### src/hw/rtl/linear_svm_sgd_trainer_assert.svh
// Assertion macros for the linear SVM SGD trainer.
`ifndef LINEAR_SVM_SGD_TRAINER_ASSERT_SVH
`define LINEAR_SVM_SGD_TRAINER_ASSERT_SVH
`ifndef ASSERT_OFF
`define SVM_SGD_ASSERT_IMP(name, clk, rst_n, ante, cons) \
    name: assert property (@(posedge clk) disable iff (!rst_n) (ante) |-> (cons)) \
        else $error("same-cycle check failed");
`define SVM_SGD_ASSERT_NEXT(name, clk, rst_n, ante, cons) \
    name: assert property (@(posedge clk) disable iff (!rst_n) (ante) |=> (cons)) \
        else $error("next-cycle check failed");
`else
`define SVM_SGD_ASSERT_IMP(name, clk, rst_n, ante, cons)
`define SVM_SGD_ASSERT_NEXT(name, clk, rst_n, ante, cons)
`endif
`endif

### src/hw/rtl/svm_sgd_pkg.sv
// Shared types, constants and functions of the linear SVM SGD trainer.
`default_nettype none
package svm_sgd_pkg;

    localparam int FEATURE_BITS = 16;
    localparam int MAX_FEATURES = 8;
    localparam int FEAT_FRAC    = 8;
    localparam int W_FRAC       = 16;
    localparam int W_BITS       = 32;
    localparam int RATE_BITS    = 16;
    localparam int PROD_W       = W_BITS + FEATURE_BITS;
    localparam int TERM_W       = PROD_W - FEAT_FRAC;
    localparam int ACC_W        = TERM_W + 4;

    localparam int CMD_W = 2;
    localparam logic [CMD_W-1:0] CMD_TRAIN   = 2'd0;
    localparam logic [CMD_W-1:0] CMD_PREDICT = 2'd1;
    localparam logic [CMD_W-1:0] CMD_CLEAR   = 2'd2;

    localparam int CFG_IDX_W = 1;
    localparam logic [CFG_IDX_W-1:0] REG_LEARNING_RATE  = 1'b0;
    localparam logic [CFG_IDX_W-1:0] REG_REGULARIZATION = 1'b1;

    localparam logic [RATE_BITS-1:0] RESET_LEARNING_RATE  = 16'd66;
    localparam logic [RATE_BITS-1:0] RESET_REGULARIZATION = 16'd655;

    localparam logic signed [W_BITS-1:0] ONE_Q16     = 32'sd65536;
    localparam logic signed [W_BITS-1:0] NEG_ONE_Q16 = -32'sd65536;

    typedef struct packed {
        logic [CMD_W-1:0]               cmd;
        logic signed [FEATURE_BITS-1:0] feature_0;
        logic signed [FEATURE_BITS-1:0] feature_1;
        logic signed [FEATURE_BITS-1:0] feature_2;
        logic signed [FEATURE_BITS-1:0] feature_3;
        logic signed [FEATURE_BITS-1:0] feature_4;
        logic signed [FEATURE_BITS-1:0] feature_5;
        logic signed [FEATURE_BITS-1:0] feature_6;
        logic signed [FEATURE_BITS-1:0] feature_7;
        logic                           label;
    } t_in_item;

    typedef struct packed {
        logic                     predicted_class;
        logic                     margin_met;
        logic signed [W_BITS-1:0] score;
    } t_out_item;

    typedef struct packed {
        logic mul_en;
        logic step_en;
        logic write_en;
        logic clear;
        logic met;
        logic label;
    } t_lane_ctrl;

    function automatic logic signed [W_BITS-1:0] sat_w(input logic signed [ACC_W-1:0] v);
        logic [ACC_W-W_BITS:0] top_bits;
        top_bits = v[ACC_W-1:W_BITS-1];
        if ((&top_bits) || (~|top_bits)) begin
            return v[W_BITS-1:0];
        end else if (v[ACC_W-1]) begin
            return {1'b1, {(W_BITS-1){1'b0}}};
        end else begin
            return {1'b0, {(W_BITS-1){1'b1}}};
        end
    endfunction

endpackage
`default_nettype wire

### src/hw/rtl/svm_sgd_merge.sv
// Merging stage: adds the lane terms and the bias and saturates the score.
`default_nettype none
module svm_sgd_merge #(
    parameter int NUM_FEATURES = 8
) (
    input  wire logic                                                  i_clk,
    input  wire logic                                                  i_en,
    input  wire logic [NUM_FEATURES-1:0][svm_sgd_pkg::TERM_W-1:0]      i_terms,
    input  wire logic signed [svm_sgd_pkg::W_BITS-1:0]                 i_bias,
    output logic signed [svm_sgd_pkg::W_BITS-1:0]                      o_score
);

    localparam int TERM_W = svm_sgd_pkg::TERM_W;
    localparam int ACC_W  = svm_sgd_pkg::ACC_W;
    localparam int W_BITS = svm_sgd_pkg::W_BITS;

    logic signed [ACC_W-1:0] r_acc;
    logic signed [ACC_W-1:0] sum;

    always_comb begin
        sum = {{(ACC_W-W_BITS){i_bias[W_BITS-1]}}, i_bias};
        for (int i = 0; i < NUM_FEATURES; i++) begin
            sum = sum + {{(ACC_W-TERM_W){i_terms[i][TERM_W-1]}}, i_terms[i]};
        end
    end

    always_ff @(posedge i_clk) begin
        if (i_en) begin
            r_acc <= sum;
        end
    end

    assign o_score = svm_sgd_pkg::sat_w(r_acc);

endmodule
`default_nettype wire

### config.mk
export PLATFORM = sky130hd
export DESIGN_NAME = svm_sgd_merge
export DESIGN_NICKNAME = d
export VERILOG_FILES = /design/src/hw/rtl/linear_svm_sgd_trainer_assert.svh /design/src/hw/rtl/svm_sgd_pkg.sv /design/src/hw/rtl/svm_sgd_merge.sv
export SDC_FILE = /design/constraint.sdc
export NUM_CORES = 1
export LEC_CHECK = 0
export BUFFER_PORTS_ARGS = -buffer_cell sky130_fd_sc_hd__buf_4
export CORE_AREA = 2 2 159 161
export CTS_CLUSTER_DIAMETER = 100
export DETAILED_ROUTE_END_ITERATION = 6
export DIE_AREA = 0 0 161 163
export PLACE_DENSITY = 0.87
export SYNTH_ARGS = -nofsm -noshare
export SYNTH_HDL_FRONTEND = slang
export SYNTH_SLANG_ARGS = --single-unit
### constraint.sdc
create_clock -name i_clk -period 4.8 [get_ports i_clk]
set_clock_uncertainty 0.1 [all_clocks]
set_input_delay 0.48 -clock i_clk [delete_from_list [all_inputs] [get_ports i_clk]]
set_output_delay 0.48 -clock i_clk [all_outputs]
set_load 0.03 [all_outputs]
==> results.tsv <==
stage	metric	value	unit
route	routed-via-count	8950	
final_layout	drive_above_1_share	37.2	%
clocking	cts_tree	done	
logic_synthesis	ys_warn_count	0	
route	drc_errors	0	
sta	fin_setup_tns	-1390	ps
route	vias_per_cell	4.76	
critical_path	cp-endpoint	r_acc[43]$_DFFE_PP_	
sta	hold_violations	0	
clocking	clockRootBuffer	clkbuf_16	
die	die_h	163	um
logic_synthesis	synth_simple_gate_area_share	4.27	%
route	wl_per_cell	15.6	um
clocking	path_clk_slew	70	ps
grt	grt_max_degree	45	
logic_synthesis	synth_fp_nets	1745	
logic_synthesis	synthArstFlopShare	0	%
logic_synthesis	synth_edf_count	44	
logic_synthesis	syn_avg_cell_area	10.2	um2
logic_synthesis	synth_fa_ha_area_share	57.0	%
sta	setup_slack	-222	ps
logic_synthesis	synth_top_family_by_area	adder cells	
logic_synthesis	ys_seq_area_share	12.1	%
logic_synthesis	synth.distinct_cells	41	
final_layout	final_cell_mix	buf_4 (484), inv_1 (385), fa_1 (280)	
final_layout	reg.largest.list	r_acc (44)	
grt	grt_first_pass_wirelength	47800	um
grt	grt_pass1_vias	10500	
sta	drv_slew	0	
die	io_pins	386	
critical_path	crit_path_end_kind	register	
min_path	hold_start	i_bias[0]	
logic_synthesis	synth_compound_area_share	9.16	%
route	drtIter0Drc	419	
place	io_buffers	385	
die	die_w	161	um
die	core	24700	um2
critical_path	crit_start	i_terms[256]	
grt	track_usage	22.8	%
sta	relSlewSlack	28.5	%
status	violations	negative setup slack	
critical_path	worstSetupPathType	input port to register	
status	status	finished with violations	
min_path	min_path_type	input port to register	
final_layout	largest_register_ffs	44	
sta	whs	593	ps
logic_synthesis	ys_ff_latch	44	
sta	fin_crit_sh	105	%
final_layout	num-nets-final	2229	
clocking	clock_path_buffers	2	
sta	rsz0062_at_grt	yes	
job	cap_violations	0	
logic_synthesis	ys.flop_type	edfxtp_1	
sta	finalSetupViolCount	16	
critical_path	worstPathArrival	4950	ps
die	start_util	44.2	%
sta	max_clock_freq	0.199	GHz
clocking	cts_buffers	5	
logic_synthesis	synth_xor_area_share	3.13	%
place	globalplace.congestion	0.878	
route	ant_nets	0	
route	wirelength	29400	um
grt	antenna_found_initial	0	
final_layout	areaGrowthSynthToFinish	43.5	%
critical_path	start_kind	input port	
sta	worst_slew_pin_slew	1070	ps
grt	gr-total-overflow	0	
place	post-dp-hpwl	25900	um
final_layout	top_register	r_acc	
logic_synthesis	syn_inst	1064	
die	core.rowCount	58	
clocking	cts.htree.levels	2	
critical_path	worstPathRequired	4730	ps
clocking	cts_sinks	44	
logic_synthesis	syn-cell-area	10900	um2
route	drtPass1Iterations	7	
die	die-area	26200	um2
logic_synthesis	synthMuxAreaShare	0	%
sta	fin_crit	5020	ps
final_layout	mostFrequentLayoutCell	buf_4	
final_layout	diodes	0	
critical_path	cp_max_fo	3	
-- what timing repair did --
action                     CTS  global route
resized for setup           37            41
hold buffers                 0             0
setup buffers               13             8
cloned                       0             0
setup endpoints to repair   16            21
pin swaps                   44            36
-- metrics by stage --
| step | cells | utilization, % | instance area (um2) | setup WS (ps) |
|---|---|---|---|---|
| detailed placement | 1851 | 60.6 | 15000 | -670 |
| finish | 1879 | 63.4 | 15700 | -222 |
| global route | 1879 | 63.4 | 15700 | -415 |
| CTS | 1872 | 62.5 | 15400 | -216 |
| floorplan | 1064 | - | 11000 | -139 |
| global placement | 1851 | 60.6 | 15000 | -644 |
-- synth_stat cells, types with 6 or more instances --
cell type	n	area (um2)
a31oi_1	7	43.8
a21o_1	52	390
xor2_1	11	96.3
a211oi_1	6	45.0
clkbuf_1	17	63.8
nor2_1	14	52.6
nor2b_1	6	37.5
nand2_1	24	90.1
xnor2_1	28	245
ha_1	44	551
fa_1	283	5670
o21bai_1	6	45.0
nand4_1	12	75.1
inv_1	398	1490
edfxtp_1	44	1320
a21oi_1	35	175
o21ai_0	19	95.1
-- metal layers --
metal  global-route usage [%]  wire length, um  vias up
li1                         -                -     4097
met1                     23.7             9820     4395
met2                     45.7            16600      372
met3                     4.33             1900       86
met4                     7.02             1090        0
met5                        0                0        -
-- worst min path at each step --
| stage | endpoint | slack (ps) | depth (start not counted) |
|---|---|---|---|
| 2_1_floorplan | r_acc[0]$_DFFE_PP_ | 490 | 0 |
| 3_3_place_gp | r_acc[0]$_DFFE_PP_ | 860 | 3 |
| 3_5_place_dp | r_acc[0]$_DFFE_PP_ | 880 | 3 |
| 4_1_cts | r_acc[0]$_DFFE_PP_ | 580 | 3 |
| 5_1_grt | r_acc[0]$_DFFE_PP_ | 590 | 3 |
| 6_report | r_acc[0]$_DFFE_PP_ | 590 | 3 |
-- worst max-delay path, stage by stage --
cell      delay, ps
buf_6            90
fa_1            510
fa_1            520
fa_1            550
inv_1            50
fa_1            490
inv_2            50
ha_4            220
a21o_1          200
a221o_1         370
a221oi_2        270
buf_4           170
nor3_4           40
nor4_2          130
buf_4           170
o21ai_4          70
a41o_1          240
a211oi_2        250
xnor2_1          90
-- kinds of logic after synthesis --
logic type	after synthesis
DFF	44
buffers and inverters	416
xor gates and xnor gates	39
adders and majority gates	327
AOI/OAI and AO/OA	149
and+or+nand+nor	89
-- layout make-up --
class	instances	area, um2
clock buffers	5	125
fillers	1900	9020
inverters	398	1500
well taps	330	413
multi-input cells	604	8490
repair buffers	495	3760
clock inverters	3	46.3
flip-flops and latches	44	1320
Power is not shown: default switching activity piles up to over one toggle a cycle in this logic, so the estimate is an artifact.
