`src/hw/rtl/linear_svm_sgd_trainer_assert.svh`:
```
// Assertion macros for the linear SVM SGD trainer.
`ifndef LINEAR_SVM_SGD_TRAINER_ASSERT_SVH
`define LINEAR_SVM_SGD_TRAINER_ASSERT_SVH
`ifndef ASSERT_OFF
`define SVM_SGD_ASSERT_IMP(name, clk, rst_n, ante, cons) \
    name: assert property (@(posedge clk) disable iff (!rst_n) (ante) |-> (cons)) \
        else $error("same-cycle check failed");
`define SVM_SGD_ASSERT_NEXT(name, clk, rst_n, ante, cons) \
    name: assert property (@(posedge clk) disable iff (!rst_n) (ante) |=> (cons)) \
        else $error("next-cycle check failed");
`else
`define SVM_SGD_ASSERT_IMP(name, clk, rst_n, ante, cons)
`define SVM_SGD_ASSERT_NEXT(name, clk, rst_n, ante, cons)
`endif
`endif

```
`src/hw/rtl/svm_sgd_pkg.sv`:
```
// Shared types, constants and functions of the linear SVM SGD trainer.
`default_nettype none
package svm_sgd_pkg;

    localparam int FEATURE_BITS = 16;
    localparam int MAX_FEATURES = 8;
    localparam int FEAT_FRAC    = 8;
    localparam int W_FRAC       = 16;
    localparam int W_BITS       = 32;
    localparam int RATE_BITS    = 16;
    localparam int PROD_W       = W_BITS + FEATURE_BITS;
    localparam int TERM_W       = PROD_W - FEAT_FRAC;
    localparam int ACC_W        = TERM_W + 4;

    localparam int CMD_W = 2;
    localparam logic [CMD_W-1:0] CMD_TRAIN   = 2'd0;
    localparam logic [CMD_W-1:0] CMD_PREDICT = 2'd1;
    localparam logic [CMD_W-1:0] CMD_CLEAR   = 2'd2;

    localparam int CFG_IDX_W = 1;
    localparam logic [CFG_IDX_W-1:0] REG_LEARNING_RATE  = 1'b0;
    localparam logic [CFG_IDX_W-1:0] REG_REGULARIZATION = 1'b1;

    localparam logic [RATE_BITS-1:0] RESET_LEARNING_RATE  = 16'd66;
    localparam logic [RATE_BITS-1:0] RESET_REGULARIZATION = 16'd655;

    localparam logic signed [W_BITS-1:0] ONE_Q16     = 32'sd65536;
    localparam logic signed [W_BITS-1:0] NEG_ONE_Q16 = -32'sd65536;

    typedef struct packed {
        logic [CMD_W-1:0]               cmd;
        logic signed [FEATURE_BITS-1:0] feature_0;
        logic signed [FEATURE_BITS-1:0] feature_1;
        logic signed [FEATURE_BITS-1:0] feature_2;
        logic signed [FEATURE_BITS-1:0] feature_3;
        logic signed [FEATURE_BITS-1:0] feature_4;
        logic signed [FEATURE_BITS-1:0] feature_5;
        logic signed [FEATURE_BITS-1:0] feature_6;
        logic signed [FEATURE_BITS-1:0] feature_7;
        logic                           label;
    } t_in_item;

    typedef struct packed {
        logic                     predicted_class;
        logic                     margin_met;
        logic signed [W_BITS-1:0] score;
    } t_out_item;

    typedef struct packed {
        logic mul_en;
        logic step_en;
        logic write_en;
        logic clear;
        logic met;
        logic label;
    } t_lane_ctrl;

    function automatic logic signed [W_BITS-1:0] sat_w(input logic signed [ACC_W-1:0] v);
        logic [ACC_W-W_BITS:0] top_bits;
        top_bits = v[ACC_W-1:W_BITS-1];
        if ((&top_bits) || (~|top_bits)) begin
            return v[W_BITS-1:0];
        end else if (v[ACC_W-1]) begin
            return {1'b1, {(W_BITS-1){1'b0}}};
        end else begin
            return {1'b0, {(W_BITS-1){1'b1}}};
        end
    endfunction

endpackage
`default_nettype wire

```
`src/hw/rtl/svm_sgd_lane.sv`:
```
// One feature lane: weight register, product term, decay and update step.
`default_nettype none
module svm_sgd_lane (
    input  wire logic                                          i_clk,
    input  wire logic                                          i_rst_n,
    input  wire svm_sgd_pkg::t_lane_ctrl                       i_ctrl,
    input  wire logic signed [svm_sgd_pkg::FEATURE_BITS-1:0]   i_feature,
    input  wire logic [svm_sgd_pkg::RATE_BITS-1:0]             i_learning_rate,
    input  wire logic [svm_sgd_pkg::RATE_BITS-1:0]             i_regularization,
    output logic signed [svm_sgd_pkg::TERM_W-1:0]              o_term
);

    localparam int W_BITS      = svm_sgd_pkg::W_BITS;
    localparam int FB          = svm_sgd_pkg::FEATURE_BITS;
    localparam int RB          = svm_sgd_pkg::RATE_BITS;
    localparam int W_FRAC      = svm_sgd_pkg::W_FRAC;
    localparam int FEAT_FRAC   = svm_sgd_pkg::FEAT_FRAC;
    localparam int PROD_W      = svm_sgd_pkg::PROD_W;
    localparam int TERM_W      = svm_sgd_pkg::TERM_W;
    localparam int ACC_W       = svm_sgd_pkg::ACC_W;
    localparam int DEC_PROD_W  = W_BITS + RB + 1;
    localparam int DECAY_W     = DEC_PROD_W - W_FRAC;
    localparam int FX_W        = FB + FEAT_FRAC;
    localparam int D_W         = DECAY_W + 1;
    localparam int STEP_PROD_W = D_W + RB + 1;
    localparam int STEP_W      = STEP_PROD_W - W_FRAC;
    localparam int NEW_W       = STEP_W + 1;

    localparam logic signed [DEC_PROD_W-1:0]  DEC_RND  = DEC_PROD_W'(1) << (W_FRAC - 1);
    localparam logic signed [STEP_PROD_W-1:0] STEP_RND = STEP_PROD_W'(1) << (W_FRAC - 1);

    logic signed [W_BITS-1:0]      r_w;
    logic signed [TERM_W-1:0]      r_term;
    logic signed [DECAY_W-1:0]     r_decay;
    logic signed [STEP_W-1:0]      r_step;

    logic signed [PROD_W-1:0]      prod;
    logic signed [PROD_W-1:0]      prod_sh;
    logic signed [RB:0]            lambda_s;
    logic signed [RB:0]            lr_s;
    logic signed [DEC_PROD_W-1:0]  decay_prod;
    logic signed [DEC_PROD_W-1:0]  decay_sh;
    logic signed [D_W-1:0]         decay_ext;
    logic signed [D_W-1:0]         fx_ext;
    logic signed [D_W-1:0]         d;
    logic signed [STEP_PROD_W-1:0] step_prod;
    logic signed [STEP_PROD_W-1:0] step_sh;
    logic signed [NEW_W-1:0]       w_new;
    logic signed [W_BITS-1:0]      w_sat;

    assign prod       = r_w * i_feature;
    assign prod_sh    = prod >>> FEAT_FRAC;
    assign lambda_s   = {1'b0, i_regularization};
    assign lr_s       = {1'b0, i_learning_rate};
    assign decay_prod = lambda_s * r_w;
    assign decay_sh   = (decay_prod + DEC_RND) >>> W_FRAC;

    assign decay_ext = {r_decay[DECAY_W-1], r_decay};
    assign fx_ext    = {{(D_W-FX_W){i_feature[FB-1]}}, i_feature, {FEAT_FRAC{1'b0}}};

    always_comb begin
        if (i_ctrl.met) begin
            d = decay_ext;
        end else if (i_ctrl.label) begin
            d = decay_ext - fx_ext;
        end else begin
            d = decay_ext + fx_ext;
        end
    end

    assign step_prod = lr_s * d;
    assign step_sh   = (step_prod + STEP_RND) >>> W_FRAC;

    assign w_new = {{(NEW_W-W_BITS){r_w[W_BITS-1]}}, r_w} - {r_step[STEP_W-1], r_step};
    assign w_sat = svm_sgd_pkg::sat_w({{(ACC_W-NEW_W){w_new[NEW_W-1]}}, w_new});

    always_ff @(posedge i_clk) begin
        if (!i_rst_n) begin
            r_w <= '0;
        end else if (i_ctrl.clear) begin
            r_w <= '0;
        end else if (i_ctrl.write_en) begin
            r_w <= w_sat;
        end
    end

    always_ff @(posedge i_clk) begin
        if (i_ctrl.mul_en) begin
            r_term  <= prod_sh[TERM_W-1:0];
            r_decay <= decay_sh[DECAY_W-1:0];
        end
        if (i_ctrl.step_en) begin
            r_step <= step_sh[STEP_W-1:0];
        end
    end

    assign o_term = r_term;

endmodule
`default_nettype wire

```
`config.mk`:
```
export PLATFORM = sky130hd
export DESIGN_NAME = svm_sgd_lane
export DESIGN_NICKNAME = d
export VERILOG_FILES = /design/src/hw/rtl/linear_svm_sgd_trainer_assert.svh /design/src/hw/rtl/svm_sgd_pkg.sv /design/src/hw/rtl/svm_sgd_lane.sv
export SDC_FILE = /design/constraint.sdc
export NUM_CORES = 2
export LEC_CHECK = 0
export ABC_CLOCK_PERIOD_IN_PS = 17350
export BUFFER_PORTS_ARGS = -buffer_cell sky130_fd_sc_hd__buf_4
export CAP_MARGIN = 0
export CELL_PAD_IN_SITES_DETAIL_PLACEMENT = 1
export CELL_PAD_IN_SITES_GLOBAL_PLACEMENT = 1
export CORE_UTILIZATION = 37
export CTS_BUF_LIST = sky130_fd_sc_hd__clkbuf_16
export DETAILED_ROUTE_END_ITERATION = 8
export GPL_ROUTABILITY_DRIVEN = 0
export GPL_TIMING_DRIVEN = 0
export MAX_ROUTING_LAYER = met4
export PLACE_DENSITY_LB_ADDON = 0.05
export SLEW_MARGIN = 20
export SYNTH_ARGS = -nofsm -noshare
export SYNTH_HDL_FRONTEND = slang
export SYNTH_SLANG_ARGS = --single-unit
```
`constraint.sdc`:
```
create_clock -name i_clk -period 17.35 [get_ports i_clk]
set_clock_uncertainty 0.2 [all_clocks]
set_input_delay 3.47 -clock i_clk [delete_from_list [all_inputs] [get_ports i_clk]]
set_output_delay 3.47 -clock i_clk [all_outputs]
set_load 0.1 [all_outputs]
```
==> metrics.md <==
| Metric | Value |
|---|---|
| Period utilization | 85.83% |
| Proportion of layout cells with a drive suffix above 1 | ~2.9% |
| Pre-CTS WS | 1.815 ns |
| WL per Instance | 23.34 um |
| Crit path max-delay family | adder cells |
| CTS sink cnt | 140 |
| CTS clk-pin slew, worst paths | 0.08 ns |
| Critical-path top delay cell | clkbuf_1 |
| Post-Syn Area per Cell | 9.133 um^2 |
| Filler cell count | 19.30k |
| Setup Buffers After CTS | 0 |
| Required time worst endpoint | ~17 ns |
| DPL Wire Length | 186900 um |
| CP Buf/Inv Count | 8 |
| Hold WC Path Type | flop to flop |
| Post-DRT Antenna Nets | 0 |
| Final WS setup | 2.458 ns |
| Die X | 410.7 um |
| Hold Fails Final Rpt | 0 |
| Area leader, netlist | fa_1 |
| First-pass GRT wire length | 326600 um |
| Max-cap violation count | 0 |
| Minimum clock period | roughly 15 ns |
| Ys async rst share | 0% |
| Netlist Area Pre-Place | 61790 um^2 |
| Initial antenna violation count | 14 |
| CTS buffer count | 17 |
| Failing checks | design-rule violations |
| Vias in the first global route | 51.32k |
| DR vias/cell | about 4.9 |
| Final setup vio count | 0 |
| Startpoint Class | input port |
| H-tree levels | 4 |
| Cts hold-fix bufs | 0 |
| Fin Hold WS | 0.5932 ns |
| Synth top area share | 48.11% |
| Gate Count Post-Synth | 6766 |
| Syn_nets | 8769 |
| Die H | 410.7 um |
| Initial core utilization | a little under two fifths |
| Post-synth EDFFs | 108 |
| Unrepaired setup endpoints after global routing | no |
| Final setup TNS | 0 ns |
| Unique masters post-synth | 85 |
| Clock latency on the worst-skew pair | 0.53 ns |
| I/O Buffers | 81 |
| Routed wire length | 212400 um |
| CTS Buffer Depth | 2 |
| Max Freq | between 60 and 70 MHz |
| Nets | between 8k and 9k |
| GR Overflow Total | 0 |
| Kind of end point of the critical path | flop |
| # IOs | 96 |
| Initial DRC count | 1959 |
| Post-cts gate resize count | 0 |
| Gr usage total | 26.99% |
| Total Die Area | roughly 170000 um^2 |
| YS warnings | 0 |
| Final Max Slew Viols | 0 |
| FF+latch count, synth | 140 |
| Ys flop type | edfxtp_1 |
| DRC Markers | 16 |
| Root Buffer | clkbuf_16 |
| Slew @ Worst Pin | 1.160 ns |
| Largest net degree at the start of global routing | 74 |
| CP Max Fanout | 10 |
| Largest stage delay on the critical path | approximately 0.85 ns |
| WS Path Type | input port to flop |
| Most numerous cell on the critical path | fa_1 |
| Area occupied by multi-input gates | 50620 um^2 |
| CTS tree | yes |
| Row cnt | 149 |
| Vias after detailed routing | around 45k |
| Most area-consuming cells after synthesis | fa_1 (48%), inv_1 (9.9%), ha_1 (9.4%) |
| Relative slew slack | 22.69% |
| Area growth, synth to finish | 6.775% |
| Arr. time, crit path | 14.97 ns |
| Status | finished with violations |
| Seq/Total Area, Yosys | 6.285% |
| 1st-pass router iterations | 7 |
| Core Area | around 170000 um^2 |
| Sequential cell area | 3884 um^2 |
## synthesized netlist by cell type (all sizes together) (7+ instances only)
| library cell | count |
|---|---|
| clkbuf | 291 |
| a21o | 73 |
| dfxtp | 32 |
| a211oi | 14 |
| a31oi | 25 |
| inv | 1626 |
| nand4 | 16 |
| xnor2 | 135 |
| or3 | 8 |
| nor2 | 93 |
| a21boi | 8 |
| ha | 462 |
| o21bai | 14 |
| o211ai | 12 |
| o31ai | 7 |
| nand2b | 58 |
| nor3 | 33 |
| and4 | 7 |
| xor2 | 49 |
| fa | 1485 |
| nor2b | 44 |
| buf | 25 |
| o21ai | 124 |
| and2 | 675 |
| o21a | 31 |
| a21oi | 179 |
| nand2 | 975 |
| nand3 | 32 |
| and3 | 24 |
| edfxtp | 108 |
## tightest hold or removal path: stages (launching register included)
cell and delay, ns:
dfxtp_1 0.48, o21ai_0 0.23, a21oi_1 0.04
## worst paths after layout
check | from | to | slack [ns] | cells after the start
setup / recovery | i_feature[0] | r_step[30] | 2.46 | 40
hold / removal | r_w[16] | r_w[16] | 0.59 | 2
hold reg to reg | r_w[16] | r_w[16] | 0.59 | 2
setup reg to reg | r_decay[8] | r_step[19] | 6.89 | 32
## stage by stage
stage                     cell area (um^2)  instances  util, %
after floorplan                      61790       6766        -
after global placement               65140       9036    39.39
after global routing                 65970       9095    39.89
final                                65980       9100    39.90
after detailed placement             65320       9053    39.50
after CTS                            65940       9085    39.87
## final cells by class
cell class                 instances  share of cell area, %
antenna                           15                0.05689
timing repair buffer              98                  1.117
tap                             2189                  4.151
multi-input combinational       4684                  76.73
clock inverter                    15                 0.2920
inverter                        1626                  9.251
buffer                           316                  1.876
sequential                       140                  5.886
clock buffer                      17                 0.6448
## registers in the layout, indices dropped and copies added (netlist names)
signal   cells
o_term      40
r_step      35
r_decay     33
r_w         32
## per-layer routing
metal / vias to the layer above / global-route usage, % / part of all wire, %
met3: 176 / 2.588 / 3.4
met1: 23890 / 33.78 / 43
met2: 632 / 46.72 / 51
met5: - / - / 0
met4: 0 / 6.742 / 2.7
li1: 20190 / - / -
## cells by family after synthesis
group,after synthesis,synth area share (%)
AO/OA/AOI/OAI,551,5.783
XOR/XNOR,184,2.608
buffers and inverters,1942,11.87
adder cells (fa/ha/maj),1952,57.55
AND/OR/NAND/NOR,1991,15.81
multiplexers,6,0.09922
flip-flops,140,6.285
## placed cells by master, fill, tap and decap left out, drive strengths merged, types with 58 or more instances in the layout
cell type and count:
inv 1636, fa 1485, nand2 975, and2 675, ha 462, clkbuf 308, a21oi 179, xnor2 135
o21ai 124, buf 123, edfxtp 108, nor2 93, a21o 73, nand2b 58
Power is not shown: default switching activity piles up to over one toggle a cycle in this logic, so the estimate is an artifact.
